### src/line_follower_drive_controller_core_defines.svh
// ============================================================================
// Line follower drive controller assertion macros
// Shared concurrent assertion forms for the drive controller core.
// ============================================================================
`ifndef LINE_FOLLOWER_DRIVE_CONTROLLER_CORE_DEFINES_SVH
`define LINE_FOLLOWER_DRIVE_CONTROLLER_CORE_DEFINES_SVH

// Same-cycle implication, disabled during reset.
`define LFDC_ASSERT_IMPLY(label, clk, rst_n, ante, cons) \
    label: assert property (@(posedge clk) disable iff (!rst_n) (ante) |-> (cons)) \
        else $error("lfdc assertion failed");

// Next-cycle implication, disabled during reset.
`define LFDC_ASSERT_NEXT(label, clk, rst_n, ante, cons) \
    label: assert property (@(posedge clk) disable iff (!rst_n) (ante) |=> (cons)) \
        else $error("lfdc assertion failed");

`endif

### src/lfdc_pkg.sv
// ============================================================================
// Line follower drive controller package
// Types, command codes, register indexes and speed scaling tables.
// ============================================================================
package lfdc_pkg;

    localparam int TIME_BITS = 32;

    // Character codes
    localparam logic [7:0] CH_LF = 8'h0A;
    localparam logic [7:0] CH_CR = 8'h0D;
    localparam logic [7:0] CH_0  = 8'h30;
    localparam logic [7:0] CH_1  = 8'h31;
    localparam logic [7:0] CH_9  = 8'h39;
    localparam logic [7:0] CH_LA = 8'h61;
    localparam logic [7:0] CH_LZ = 8'h7A;
    localparam logic [7:0] CH_A  = 8'h41;
    localparam logic [7:0] CH_B  = 8'h42;
    localparam logic [7:0] CH_D  = 8'h44;
    localparam logic [7:0] CH_F  = 8'h46;
    localparam logic [7:0] CH_L  = 8'h4C;
    localparam logic [7:0] CH_R  = 8'h52;
    localparam logic [7:0] CH_S  = 8'h53;
    localparam logic [7:0] CH_X  = 8'h58;
    localparam logic [7:0] CASE_OFFSET = 8'h20;

    localparam logic [9:0] NO_ECHO_CM    = 10'd999;
    localparam logic [3:0] LEVEL_SLOWEST = 4'd10;
    localparam logic [3:0] LEVEL_FASTEST = 4'd1;
    localparam logic [3:0] LEVEL_RESET   = 4'd5;

    // Configuration register indexes
    typedef enum logic [2:0] {
        CFG_AVOID_DIST  = 3'd0,
        CFG_CHECK_PER   = 3'd1,
        CFG_BACK_TIME   = 3'd2,
        CFG_SPIN_TIME   = 3'd3,
        CFG_FWD_TIME    = 3'd4
    } cfg_idx_t;

    localparam logic [9:0]  AVOID_DIST_RST = 10'd16;
    localparam logic [15:0] CHECK_PER_RST  = 16'd80;
    localparam logic [15:0] BACK_TIME_RST  = 16'd600;
    localparam logic [15:0] SPIN_TIME_RST  = 16'd700;
    localparam logic [15:0] FWD_TIME_RST   = 16'd1200;

    // Avoidance phases
    localparam logic [1:0] PH_STOP = 2'd0;
    localparam logic [1:0] PH_BACK = 2'd1;
    localparam logic [1:0] PH_SPIN = 2'd2;
    localparam logic [1:0] PH_FWD  = 2'd3;

    // Base drive magnitudes
    typedef enum logic [1:0] {
        MAG_0   = 2'd0,
        MAG_70  = 2'd1,
        MAG_125 = 2'd2,
        MAG_150 = 2'd3
    } mag_t;

    typedef struct packed {
        logic l_neg;
        mag_t l_mag;
        logic r_neg;
        mag_t r_mag;
    } drive_t;

    localparam drive_t DRV_STOP   = '{1'b0, MAG_0,   1'b0, MAG_0};
    localparam drive_t DRV_FWD    = '{1'b0, MAG_150, 1'b0, MAG_150};
    localparam drive_t DRV_BACK   = '{1'b1, MAG_150, 1'b1, MAG_150};
    localparam drive_t DRV_SPIN_L = '{1'b1, MAG_150, 1'b0, MAG_150};
    localparam drive_t DRV_SPIN_R = '{1'b0, MAG_150, 1'b1, MAG_150};
    localparam drive_t DRV_SOFT_L = '{1'b0, MAG_70,  1'b0, MAG_125};
    localparam drive_t DRV_SOFT_R = '{1'b0, MAG_125, 1'b0, MAG_70};

    // Controller to datapath commands
    typedef struct packed {
        logic cap;
        logic exec;
        logic act;
        logic write;
    } ctl_t;

    // Scaled magnitudes per speed level, level 1 first
    localparam logic [7:0] SCALE_150 [10] = '{
        8'd255, 8'd235, 8'd214, 8'd194, 8'd173,
        8'd153, 8'd132, 8'd112, 8'd91,  8'd70
    };
    localparam logic [7:0] SCALE_125 [10] = '{
        8'd212, 8'd195, 8'd178, 8'd161, 8'd144,
        8'd127, 8'd110, 8'd93,  8'd75,  8'd58
    };
    localparam logic [7:0] SCALE_70 [10] = '{
        8'd119, 8'd109, 8'd99,  8'd90,  8'd80,
        8'd71,  8'd61,  8'd52,  8'd42,  8'd32
    };

    function automatic logic [7:0] scale_mag(input logic [3:0] level, input mag_t mag);
        logic [3:0] idx;
        logic [7:0] res;
        if (level < LEVEL_FASTEST) begin
            idx = 4'd0;
        end else if (level > LEVEL_SLOWEST) begin
            idx = LEVEL_SLOWEST - 4'd1;
        end else begin
            idx = level - 4'd1;
        end
        case (mag)
            MAG_70:  res = SCALE_70[idx];
            MAG_125: res = SCALE_125[idx];
            MAG_150: res = SCALE_150[idx];
            default: res = 8'd0;
        endcase
        return res;
    endfunction

    function automatic logic signed [8:0] to_drive(input logic neg, input logic [7:0] mag);
        logic signed [8:0] v;
        v = signed'({1'b0, mag});
        return neg ? -v : v;
    endfunction

endpackage

### src/line_follower_drive_controller_core.sv
// ============================================================================
// Line follower drive controller core
// Decodes commands, runs manual, tracking or avoidance drive, scales by speed.
// ============================================================================
// Sequence: an accepted input passes through execute, action and
//   write-back before the result is valid; write-back waits while a
//   previous result is stalled, and no new input is taken until idle.
// Reset: asynchronous, active low; mode, level, timers and holds return to
//   their start values and configuration registers to their defaults.
module line_follower_drive_controller_core (
    input  logic              clk,
    input  logic              rst_n,
    input  logic              cfg_we,
    input  logic [2:0]        cfg_index,
    input  logic [15:0]       cfg_data,
    input  logic              in_valid,
    output logic              in_stall,
    input  logic              has_command,
    input  logic [7:0]        command_byte,
    input  logic [31:0]       now_ms,
    input  logic [3:0]        line_sensors,
    input  logic [9:0]        distance_cm,
    output logic              out_valid,
    input  logic              out_stall,
    output logic signed [8:0] left_drive,
    output logic signed [8:0] right_drive,
    output logic              drive_updated,
    output logic              auto_mode,
    output logic [3:0]        speed_level
);

    `include "line_follower_drive_controller_core_defines.svh"

    lfdc_pkg::ctl_t ctl;

    lfdc_ctrl u_ctrl (
        .clk       (clk),
        .rst_n     (rst_n),
        .in_valid  (in_valid),
        .in_stall  (in_stall),
        .out_valid (out_valid),
        .out_stall (out_stall),
        .ctl       (ctl)
    );

    lfdc_dpath u_dpath (
        .clk           (clk),
        .rst_n         (rst_n),
        .ctl           (ctl),
        .cfg_we        (cfg_we),
        .cfg_index     (cfg_index),
        .cfg_data      (cfg_data),
        .has_command   (has_command),
        .command_byte  (command_byte),
        .now_ms        (now_ms),
        .line_sensors  (line_sensors),
        .distance_cm   (distance_cm),
        .left_drive    (left_drive),
        .right_drive   (right_drive),
        .drive_updated (drive_updated),
        .auto_mode     (auto_mode),
        .speed_level   (speed_level)
    );

    `LFDC_ASSERT_NEXT(a_busy_after_accept, clk, rst_n, in_valid && !in_stall, in_stall)
    `LFDC_ASSERT_IMPLY(a_no_overwrite, clk, rst_n, ctl.write, !(out_valid && out_stall))
    `LFDC_ASSERT_IMPLY(a_level_range, clk, rst_n, out_valid, speed_level >= 4'd1 && speed_level <= 4'd10)

endmodule

### src/lfdc_ctrl.sv
// ============================================================================
// Line follower drive controller sequencer
// Steps each item through execute, action and write-back, owns the handshake.
// ============================================================================
module lfdc_ctrl (
    input  logic           clk,
    input  logic           rst_n,
    input  logic           in_valid,
    output logic           in_stall,
    output logic           out_valid,
    input  logic           out_stall,
    output lfdc_pkg::ctl_t ctl
);

    typedef enum logic [3:0] {
        ST_IDLE  = 4'b0001,
        ST_EXEC  = 4'b0010,
        ST_ACT   = 4'b0100,
        ST_WRITE = 4'b1000
    } state_t;

    state_t state_reg, state_next;
    logic   out_valid_reg, out_valid_next;
    logic   out_busy;

    assign out_busy = out_valid_reg && out_stall;

    always_comb
    begin
        state_next = state_reg;
        ctl        = '0;
        unique case (state_reg)
            ST_IDLE:
            begin
                if (in_valid)
                begin
                    ctl.cap    = 1'b1;
                    state_next = ST_EXEC;
                end
            end
            ST_EXEC:
            begin
                ctl.exec   = 1'b1;
                state_next = ST_ACT;
            end
            ST_ACT:
            begin
                ctl.act    = 1'b1;
                state_next = ST_WRITE;
            end
            ST_WRITE:
            begin
                // hold until the previous result is taken
                if (!out_busy)
                begin
                    ctl.write  = 1'b1;
                    state_next = ST_IDLE;
                end
            end
            default:
            begin
                state_next = ST_IDLE;
            end
        endcase
    end

    always_comb
    begin
        if (ctl.write)
        begin
            out_valid_next = 1'b1;
        end
        else if (!out_stall)
        begin
            out_valid_next = 1'b0;
        end
        else
        begin
            out_valid_next = out_valid_reg;
        end
    end

    always_ff @(posedge clk or negedge rst_n)
    begin
        if (!rst_n)
        begin
            state_reg     <= ST_IDLE;
            out_valid_reg <= 1'b0;
        end
        else
        begin
            state_reg     <= state_next;
            out_valid_reg <= out_valid_next;
        end
    end

    assign in_stall  = (state_reg != ST_IDLE);
    assign out_valid = out_valid_reg;

endmodule

### src/lfdc_dpath.sv
// ============================================================================
// Line follower drive controller datapath
// Holds configuration, mode, timing and drive state; decodes and scales.
// ============================================================================
module lfdc_dpath (
    input  logic                clk,
    input  logic                rst_n,
    input  lfdc_pkg::ctl_t      ctl,
    input  logic                cfg_we,
    input  logic [2:0]          cfg_index,
    input  logic [15:0]         cfg_data,
    input  logic                has_command,
    input  logic [7:0]          command_byte,
    input  logic [31:0]         now_ms,
    input  logic [3:0]          line_sensors,
    input  logic [9:0]          distance_cm,
    output logic signed [8:0]   left_drive,
    output logic signed [8:0]   right_drive,
    output logic                drive_updated,
    output logic                auto_mode,
    output logic [3:0]          speed_level
);

    localparam int TB = lfdc_pkg::TIME_BITS;

    // Configuration
    logic [9:0]  avoid_dist_reg;
    logic [15:0] check_per_reg;
    logic [15:0] back_time_reg;
    logic [15:0] spin_time_reg;
    logic [15:0] fwd_time_reg;

    // Captured item
    logic          has_reg;
    logic [7:0]    cmd_reg;
    logic [TB-1:0] now_reg;
    logic [3:0]    sens_reg;
    logic [9:0]    dist_reg;

    // Persistent state
    logic [3:0]        level_reg, level_next;
    logic              auto_reg, auto_next;
    logic [7:0]        manual_reg, manual_next;
    logic [TB-1:0]     last_check_reg, last_check_next;
    logic [1:0]        phase_reg, phase_next;
    logic [TB-1:0]     avoid_start_reg, avoid_start_next;
    logic signed [8:0] left_hold_reg, left_hold_next;
    logic signed [8:0] right_hold_reg, right_hold_next;

    // Per-item working state
    logic              skip_reg, skip_next;
    logic              upd_reg, upd_next;
    logic              due_reg, due_next;
    logic              done_reg, done_next;
    logic              drv_en_reg, drv_en_next;
    lfdc_pkg::drive_t  drv_reg, drv_next;

    // Result
    logic signed [8:0] left_out_reg;
    logic signed [8:0] right_out_reg;
    logic              upd_out_reg;
    logic              auto_out_reg;
    logic [3:0]        level_out_reg;

    logic [7:0]        up_cmd;
    logic [TB-1:0]     check_elapsed;
    logic [TB-1:0]     avoid_elapsed;
    logic [15:0]       phase_time;
    logic              obstacle;
    logic signed [8:0] left_new;
    logic signed [8:0] right_new;

    assign up_cmd = (cmd_reg >= lfdc_pkg::CH_LA && cmd_reg <= lfdc_pkg::CH_LZ)
                  ? cmd_reg - lfdc_pkg::CASE_OFFSET : cmd_reg;

    assign check_elapsed = now_reg - last_check_reg;
    assign avoid_elapsed = now_reg - avoid_start_reg;

    always_comb
    begin
        case (phase_reg)
            lfdc_pkg::PH_BACK: phase_time = back_time_reg;
            lfdc_pkg::PH_SPIN: phase_time = spin_time_reg;
            lfdc_pkg::PH_FWD:  phase_time = fwd_time_reg;
            default:           phase_time = '0;
        endcase
    end

    assign obstacle = (dist_reg < avoid_dist_reg) && (dist_reg != '0)
                   && (dist_reg != lfdc_pkg::NO_ECHO_CM);

    assign left_new  = lfdc_pkg::to_drive(drv_reg.l_neg,
                                          lfdc_pkg::scale_mag(level_reg, drv_reg.l_mag));
    assign right_new = lfdc_pkg::to_drive(drv_reg.r_neg,
                                          lfdc_pkg::scale_mag(level_reg, drv_reg.r_mag));

    always_comb
    begin
        level_next       = level_reg;
        auto_next        = auto_reg;
        manual_next      = manual_reg;
        last_check_next  = last_check_reg;
        phase_next       = phase_reg;
        avoid_start_next = avoid_start_reg;
        left_hold_next   = left_hold_reg;
        right_hold_next  = right_hold_reg;
        skip_next        = skip_reg;
        upd_next         = upd_reg;
        due_next         = due_reg;
        done_next        = done_reg;
        drv_en_next      = drv_en_reg;
        drv_next         = drv_reg;

        if (ctl.exec)
        begin
            skip_next = 1'b0;
            upd_next  = 1'b0;
            due_next  = check_elapsed > TB'(check_per_reg);
            done_next = avoid_elapsed >= TB'(phase_time);
            if (has_reg)
            begin
                if (cmd_reg == lfdc_pkg::CH_LF || cmd_reg == lfdc_pkg::CH_CR)
                begin
                    skip_next = 1'b1;
                end
                else if (cmd_reg >= lfdc_pkg::CH_1 && cmd_reg <= lfdc_pkg::CH_9)
                begin
                    level_next = cmd_reg[3:0];
                end
                else if (cmd_reg == lfdc_pkg::CH_0)
                begin
                    level_next = lfdc_pkg::LEVEL_SLOWEST;
                end
                else
                begin
                    manual_next = up_cmd;
                    if (up_cmd == lfdc_pkg::CH_X)
                    begin
                        auto_next       = !auto_reg;
                        left_hold_next  = '0;
                        right_hold_next = '0;
                        upd_next        = 1'b1;
                    end
                    else
                    begin
                        auto_next = 1'b0;
                    end
                end
            end
        end

        if (ctl.act)
        begin
            drv_en_next = 1'b0;
            drv_next    = lfdc_pkg::DRV_STOP;
            if (!skip_reg)
            begin
                if (!auto_reg)
                begin
                    drv_en_next = 1'b1;
                    upd_next    = 1'b1;
                    case (manual_reg)
                        lfdc_pkg::CH_F: drv_next = lfdc_pkg::DRV_FWD;
                        lfdc_pkg::CH_B: drv_next = lfdc_pkg::DRV_BACK;
                        lfdc_pkg::CH_L: drv_next = lfdc_pkg::DRV_SPIN_L;
                        lfdc_pkg::CH_R: drv_next = lfdc_pkg::DRV_SPIN_R;
                        lfdc_pkg::CH_A: drv_next = lfdc_pkg::DRV_SOFT_L;
                        lfdc_pkg::CH_D: drv_next = lfdc_pkg::DRV_SOFT_R;
                        default:        drv_next = lfdc_pkg::DRV_STOP;
                    endcase
                end
                else if (due_reg)
                begin
                    drv_en_next     = 1'b1;
                    upd_next        = 1'b1;
                    last_check_next = now_reg;
                    if (obstacle)
                    begin
                        case (phase_reg)
                            lfdc_pkg::PH_STOP:
                            begin
                                drv_next         = lfdc_pkg::DRV_STOP;
                                avoid_start_next = now_reg;
                                phase_next       = lfdc_pkg::PH_BACK;
                            end
                            lfdc_pkg::PH_BACK:
                            begin
                                drv_next = lfdc_pkg::DRV_BACK;
                                if (done_reg)
                                begin
                                    avoid_start_next = now_reg;
                                    phase_next       = lfdc_pkg::PH_SPIN;
                                end
                            end
                            lfdc_pkg::PH_SPIN:
                            begin
                                drv_next = lfdc_pkg::DRV_SPIN_R;
                                if (done_reg)
                                begin
                                    avoid_start_next = now_reg;
                                    phase_next       = lfdc_pkg::PH_FWD;
                                end
                            end
                            default:
                            begin
                                drv_next = lfdc_pkg::DRV_FWD;
                                if (done_reg)
                                begin
                                    phase_next = lfdc_pkg::PH_STOP;
                                end
                            end
                        endcase
                    end
                    else
                    begin
                        phase_next = lfdc_pkg::PH_STOP;
                        if (sens_reg[2] && sens_reg[1])
                        begin
                            drv_next = lfdc_pkg::DRV_FWD;
                        end
                        else if (!sens_reg[2] && sens_reg[1])
                        begin
                            drv_next = lfdc_pkg::DRV_SOFT_R;
                        end
                        else if (sens_reg[2] && !sens_reg[1])
                        begin
                            drv_next = lfdc_pkg::DRV_SOFT_L;
                        end
                        else if (!sens_reg[3])
                        begin
                            drv_next = lfdc_pkg::DRV_SPIN_R;
                        end
                        else if (!sens_reg[0])
                        begin
                            drv_next = lfdc_pkg::DRV_SPIN_L;
                        end
                        else
                        begin
                            drv_next = lfdc_pkg::DRV_STOP;
                        end
                    end
                end
            end
        end

        if (ctl.write && drv_en_reg)
        begin
            left_hold_next  = left_new;
            right_hold_next = right_new;
        end
    end

    always_ff @(posedge clk or negedge rst_n)
    begin
        if (!rst_n)
        begin
            avoid_dist_reg <= lfdc_pkg::AVOID_DIST_RST;
            check_per_reg  <= lfdc_pkg::CHECK_PER_RST;
            back_time_reg  <= lfdc_pkg::BACK_TIME_RST;
            spin_time_reg  <= lfdc_pkg::SPIN_TIME_RST;
            fwd_time_reg   <= lfdc_pkg::FWD_TIME_RST;
        end
        else if (cfg_we)
        begin
            unique case (cfg_index)
                lfdc_pkg::CFG_AVOID_DIST: avoid_dist_reg <= cfg_data[9:0];
                lfdc_pkg::CFG_CHECK_PER:  check_per_reg  <= cfg_data;
                lfdc_pkg::CFG_BACK_TIME:  back_time_reg  <= cfg_data;
                lfdc_pkg::CFG_SPIN_TIME:  spin_time_reg  <= cfg_data;
                lfdc_pkg::CFG_FWD_TIME:   fwd_time_reg   <= cfg_data;
                default:
                begin
                end
            endcase
        end
    end

    always_ff @(posedge clk or negedge rst_n)
    begin
        if (!rst_n)
        begin
            level_reg       <= lfdc_pkg::LEVEL_RESET;
            auto_reg        <= 1'b1;
            manual_reg      <= lfdc_pkg::CH_S;
            last_check_reg  <= '0;
            phase_reg       <= lfdc_pkg::PH_STOP;
            avoid_start_reg <= '0;
            left_hold_reg   <= '0;
            right_hold_reg  <= '0;
            skip_reg        <= 1'b0;
            upd_reg         <= 1'b0;
            due_reg         <= 1'b0;
            done_reg        <= 1'b0;
            drv_en_reg      <= 1'b0;
            drv_reg         <= lfdc_pkg::DRV_STOP;
        end
        else
        begin
            level_reg       <= level_next;
            auto_reg        <= auto_next;
            manual_reg      <= manual_next;
            last_check_reg  <= last_check_next;
            phase_reg       <= phase_next;
            avoid_start_reg <= avoid_start_next;
            left_hold_reg   <= left_hold_next;
            right_hold_reg  <= right_hold_next;
            skip_reg        <= skip_next;
            upd_reg         <= upd_next;
            due_reg         <= due_next;
            done_reg        <= done_next;
            drv_en_reg      <= drv_en_next;
            drv_reg         <= drv_next;
        end
    end

    always_ff @(posedge clk)
    begin
        if (ctl.cap)
        begin
            has_reg  <= has_command;
            cmd_reg  <= command_byte;
            now_reg  <= TB'(now_ms);
            sens_reg <= line_sensors;
            dist_reg <= distance_cm;
        end
        if (ctl.write)
        begin
            left_out_reg  <= drv_en_reg ? left_new : left_hold_reg;
            right_out_reg <= drv_en_reg ? right_new : right_hold_reg;
            upd_out_reg   <= upd_reg;
            auto_out_reg  <= auto_reg;
            level_out_reg <= level_reg;
        end
    end

    assign left_drive    = left_out_reg;
    assign right_drive   = right_out_reg;
    assign drive_updated = upd_out_reg;
    assign auto_mode     = auto_out_reg;
    assign speed_level   = level_out_reg;

endmodule
### config.mk
export PLATFORM = sky130hd
export DESIGN_NAME = line_follower_drive_controller_core
export DESIGN_NICKNAME = d
export VERILOG_FILES = /design/src/lfdc_pkg.sv /design/src/line_follower_drive_controller_core.sv /design/src/lfdc_ctrl.sv /design/src/lfdc_dpath.sv
export VERILOG_INCLUDE_DIRS = /design/src /design/src/src
export SDC_FILE = /design/constraint.sdc
export NUM_CORES = 1
export LEC_CHECK = 0
export ABC_AREA = 0
export BUFFER_PORTS_ARGS = -buffer_cell sky130_fd_sc_hd__buf_2
export CAP_MARGIN = 10
export CORE_UTILIZATION = 38
export DETAILED_ROUTE_END_ITERATION = 10
export PLACE_DENSITY = 0.58
export SYNTH_ARGS = -nofsm -noshare
export SYNTH_HDL_FRONTEND = slang
export SYNTH_SLANG_ARGS = --single-unit
### constraint.sdc
create_clock -name clk -period 7.2 [get_ports clk]
set_clock_uncertainty 0.15 [all_clocks]
set_input_delay 0.72 -clock clk [delete_from_list [all_inputs] [get_ports clk]]
set_output_delay 0.72 -clock clk [all_outputs]
set_load 0.005 [all_outputs]
Word-level counts from Yosys, hierarchy flattened

Memories as Yosys holds them, arrays and structs flattened.
Index checks and enable logic that the tools add are counted.

Add/subtract/negate cells: 6
Order comparisons: 10
Equal/unequal tests: 39
Multiplexer cells: 71
Bitwise operators: 5
Reduce and logical (&&, ||, !) cells: 34

Operators by type and width:

| cell                                                                  | count |
|---|---|
| 9-bit two-way mux                                                     | 12 |
| 32-bit case mux with 2 select lines                                   | 1 |
| 32-bit subtractor                                                     | 2 |
| 8-bit by 7-bit equality test with 1-bit output, second input constant | 7 |
| 8-bit two-way mux                                                     | 7 |
| 6-bit two-way mux                                                     | 9 |
| 16-bit case mux with 3 select lines                                   | 1 |
| 8-bit case mux with 3 select lines                                    | 2 |
| 6-bit case mux with 6 select lines                                    | 1 |
| 32-bit by 16-bit >= comparator with 1-bit output                      | 1 |
| 32-bit by 16-bit greater-than comparator with 1-bit output            | 1 |
| 32-bit two-way mux                                                    | 1 |
| 1-bit two-way mux                                                     | 24 |
| 4-bit two-way mux                                                     | 6 |
| 8-bit negator with 9-bit output                                       | 2 |
| 6-bit case mux with 3 select lines                                    | 1 |
| 8-bit by 4-bit equality test with 1-bit output, second input constant | 2 |
| 4-bit case mux with 4 select lines                                    | 1 |
| 7-bit AND reduction                                                   | 2 |
| 2-bit equality test, second input constant                            | 6 |
| 2-bit AND reduction                                                   | 6 |
| 10-bit less-than comparator                                           | 1 |
| 10-bit != test, second input constant                                 | 1 |
| 2-bit != test, second input constant                                  | 5 |
| other kinds (36)                                                      | 63 |

Register bits: 266
Bits in read-only memories: 384
Bits of input ports: 79
Output and inout bits: 26
Logic and storage cells: 202
Memories kept: 3

Memories:

| memory           | depth | width | rd ports | clocked after memory_dff | write ports | line            | source |
|---|---|---|---|---|---|---|---|
| (name not given) | 16    | 8     | 1        | 0                        | 0           | lfdc_pkg.sv:111 | `MAG_150: res = SCALE_150[idx];` |
| (name not given) | 16    | 8     | 1        | 0                        | 0           | lfdc_pkg.sv:110 | `MAG_125: res = SCALE_125[idx];` |
| (name not given) | 16    | 8     | 1        | 0                        | 0           | lfdc_pkg.sv:109 | `MAG_70: res = SCALE_70[idx];` |

Logic depth before layout (Yosys ltp)

Depth after elaboration: 14
Depth in mapped cells: 20
Depth with buffers taken out: 20

Modules after synthesis

A second synthesis with hierarchy kept.

Cell total of the unflattened synthesis: 1641
Area, all modules: 16512.1 sq um

By module, submodules not included:

| module     | instances | cells each | area an instance (sq um) | seq. area each (sq um) |
|---|---|---|---|---|
| lfdc_dpath | 1         | 1615       | 16254.3                  | 6906.6 |
| lfdc_ctrl  | 1         | 26         | 257.7                    | 126.4 |

Worst setup path before layout

OpenSTA, ideal clock, no wires.

Kind: reg2reg
Start: register u_dpath.now_reg[0]
End: register u_dpath.due_reg
Data arrival time: 3.615 ns
Data required time: 6.921 ns
Setup slack: 3.306 ns
Cell stages (with the launch flop): 20
Clock period less this slack: 3.894 ns
Path through: edfxtp_1 -> inv_1 -> ha_1 -> fa_1 -> nor2b_1 -> o31ai_1 -> a2111oi_0 -> a211oi_1 -> o21bai_1 -> xor2_1 -> ha_1 -> nand3_1 -> nor3_1 -> a221o_1 -> o31ai_1 -> nand3_1 -> a211o_1 -> nor4_1 -> and4b_1 -> a31oi_1

Word-level cells in the longest chain between the ends: 2

RTL lines:

| what                                                       | line              | source |
|---|---|---|
| start, declared                                            | lfdc_dpath.sv:36  | `logic [TB-1:0] now_reg;` |
| start signal, assigned                                     | lfdc_dpath.sv:322 | `now_reg <= TB'(now_ms);` |
| 32-bit subtractor                                          | lfdc_dpath.sv:76  | `assign check_elapsed = now_reg - last_check_reg;` |
| 32-bit by 16-bit greater-than comparator with 1-bit output | lfdc_dpath.sv:118 | `due_next = check_elapsed > TB'(check_per_reg);` |
| end signal, assigned                                       | lfdc_dpath.sv:309 | `due_reg <= due_next;` |
| end, declared                                              | lfdc_dpath.sv:53  | `logic due_reg, due_next;` |

Every way passes these cells.
A chain may end at the register's enable or synchronous reset.

Worst setup path in the final report

Same ends and word-level chain as after synthesis.

==> results.cfg <==
[sta]
drv_slew = 0
setup_viol = 0
rsz0062_at_grt = no
setup_tns_ns = 0
fin_crit_ns = 4.732
period_share_pct = 65.72
max_slew_margin_pct = 33.32
fmax_ghz = 0.2113
tightest_slew_ns = 1.000
timing.final.ws_setup_ns = 2.468
hold_viol = 0

[synthesis]
syn_area_sq_um = 16280
yosys_warnings = 0
ys_top_cells_by_count = dfrtp_1, nand2_1, inv_1
synth_cell_type_count = 96
synth_top_area_cell = dfrtp_1
synth.area.top_cells = dfrtp_1, edfxtp_1, ha_1
yosysMostFrequentCell = dfrtp_1
synth_flop_cell = dfrtp_1
syn-instance-count = 1647
synth-edff-count = 79
synth_top_area_share_pct = 24.60
avgSynthCellArea_sq_um = 9.882
synth_seq_cells = 264
async_flop_share_pct = 70.08
syn_nets = 1850
yosysSeqAreaShare_pct = 43.21

[cts]
cts_root_buffer = clkbuf_16
cts_made_buffers = 31
clk_latency_ns = 0.59
clkTransAtPathRegs_ns = 0.06
clock-sinks = 264
h-tree-depth = 1
cts_tree = built
cts_max_path_buffers = 3
cts_setup_buffers = 0

[placed_design]
place_ws_ns = 2.575
placed_cell_area_sq_um = 17290
placedCellCount = 2234
dp_hpwl_um = 29480
place.gp.congestion = 0.8842
portBuffers = 104

[grt]
grt_overflow = 0
grt_pass1_vias = 12283
antenna_found_initial = 3
track_usage_pct = 18.35
grt_pass1_wl_um = 65010
grt_max_degree = 74

[die]
die_w_um = 209.0
die_y_um = 209.0
start_util_pct = 38.63
core_region_area_sq_um = 42130
fp-row-count = 75
dieArea_sq_um = 43660
io-pin-count = 105

[setup_path]
crit_type = reg2reg
startpoint_type = flip-flop
critical_path.max_stage_delay_ns = 0.57
cp_cell_sequence = inv_1 -> ha_1 -> fa_1 -> nor2b_1 -> o31ai_1 -> a2111oi_0 -> a211oi_1 -> o21bai_1 -> xor2_1 -> ha_1 -> nand3_1 -> nor3_1 -> a221o_1 -> o31ai_1 -> nand3_1 -> a211o_1 -> nor4_1 -> and4b_1 -> a31oi_1
ff2ff_path_depth = 19
rrSetupSlack_ns = 2.47
path_max_fanout = 3
slowest_stage = a2111oi_0
crit_path_end_kind = flip-flop
cp.arrival_ns = 5.04
crit_buf_inv = 1
r2r-end = u_dpath.due_reg
cp_top_family = compound AO/OA/AOI/OAI gates
reg2reg_from = u_dpath.now_reg[0]
cp_data_required_time_ns = 7.51

[routing]
vias_per_cell = 5.477
routedWlPerCell_um = 17.64
wirelength_um = 40440
post-route-drc-count = 0
vias = 12559
final_antenna_net_count = 0
drt_iter0_markers = 794
firstDrtPassIters = 6

[cells_and_area]
post-route-util_pct = 43.44
fin_cells = 2293
drive_gt1_share_pct = 19.38
synthToLayoutAreaGrowth_pct = 12.45
nets = 1932
diodes = 0
final_area_sq_um = 18300

[hold_path]
min_path_type = in2reg
holdPathEnd = u_dpath.has_reg
worstHoldStart = has_command
holdPathStages = 1

[outcome]
status = complete, no violations

[pwr]
p_int_w = 0.003471
leakage_nw = 7.554
ir_drop_mv = 0.1903
power_frac_comb_pct = 35.2
pwr-share-seq_pct = 36.7
clockPowerShare_pct = 28.1
power_density_nw_per_um2 = 298.7
switching_power_w = 0.001995
p_sw_share_pct = 36.50

[flow_run]
cap_viol_max_count = 0
==> power by group through the flow <==
stage	combinational (W)	sequential (W)	clock (W)
floorplan	0.00146	0.00195	0
global placement	0.00188	0.00203	0
detailed placement	0.00190	0.00204	0
CTS	0.00192	0.00201	0.00158
global route	0.00215	0.00204	0.00164
finish	0.00192	0.00201	0.00154
==> how the worst max path moves through the flow <==
stage	from	endpoint	cells after the start
4_1_cts	u_dpath.now_reg[0]	u_dpath.due_reg	19
3_5_place_dp	u_dpath.now_reg[0]	u_dpath.due_reg	19
6_report	u_dpath.now_reg[0]	u_dpath.due_reg	19
3_3_place_gp	u_dpath.now_reg[0]	u_dpath.due_reg	19
2_1_floorplan	u_dpath.now_reg[0]	u_dpath.due_reg	19
5_1_grt	u_dpath.now_reg[0]	u_dpath.due_reg	19
==> metrics by stage <==
| stage | hold slack, ns | power, W |
|---|---|---|
| after floorplan | 0.2744 | 0.003416 |
| after global placement | 0.3270 | 0.003906 |
| after detailed placement | 0.3327 | 0.003941 |
| after CTS | 0.1155 | 0.005509 |
| after global routing | 0.1254 | 0.005829 |
| final | 0.1483 | 0.005467 |
==> kinds of logic (layout without fill, tap and decap cells) <==
| group | Yosys count | in the layout | synth area share [%] |
|---|---|---|---|
| compound gates | 453 | 453 | 18.52 |
| simple gates | 448 | 448 | 13.45 |
| flops | 264 | 264 | 43.21 |
| buf+inv | 194 | 301 | 4.712 |
| fa+ha+maj | 124 | 124 | 9.625 |
| mux | 110 | 110 | 7.572 |
| xor+xnor | 54 | 54 | 2.906 |
==> placed cells by master, fill, tap and decap left out, types with 41 or more instances in the layout <==
cell type	netlist	final
a21oi_1	110	109
buf_2	4	103
dfrtp_1	160	160
edfxtp_1	79	79
ha_1	122	122
inv_1	128	128
mux2_2	94	94
nand2_1	151	151
nand3_1	41	41
nor2_1	94	92
o21ai_0	124	124
==> layer usage <==
layer / up-vias / global-route usage [%] / routed length [um]
li1: 6150 / - / -
met1: 6034 / 24.44 / 18450
met2: 303 / 30.66 / 19070
met3: 66 / 2.720 / 1884
met4: 6 / 5.756 / 994
met5: - / 0 / 45
==> area by class of cell <==
type                       count  area, sq um
clock inverter                14        127.6
sequential                   264         7033
fill                        4001        23830
inverter                     129        484.2
clock buffer                  44        875.8
timing repair buffer         114        606.8
multi-input combinational   1189         8499
tap                          539        674.4
==> repair_timing <==
item	4_1_cts	5_1_grt
hold endpoints to repair	43	0
endpoints found under the setup margin	0	0
gates resized for setup	0	0
hold buffers	1	0
Note: power is estimated with default switching activity, not from simulation.
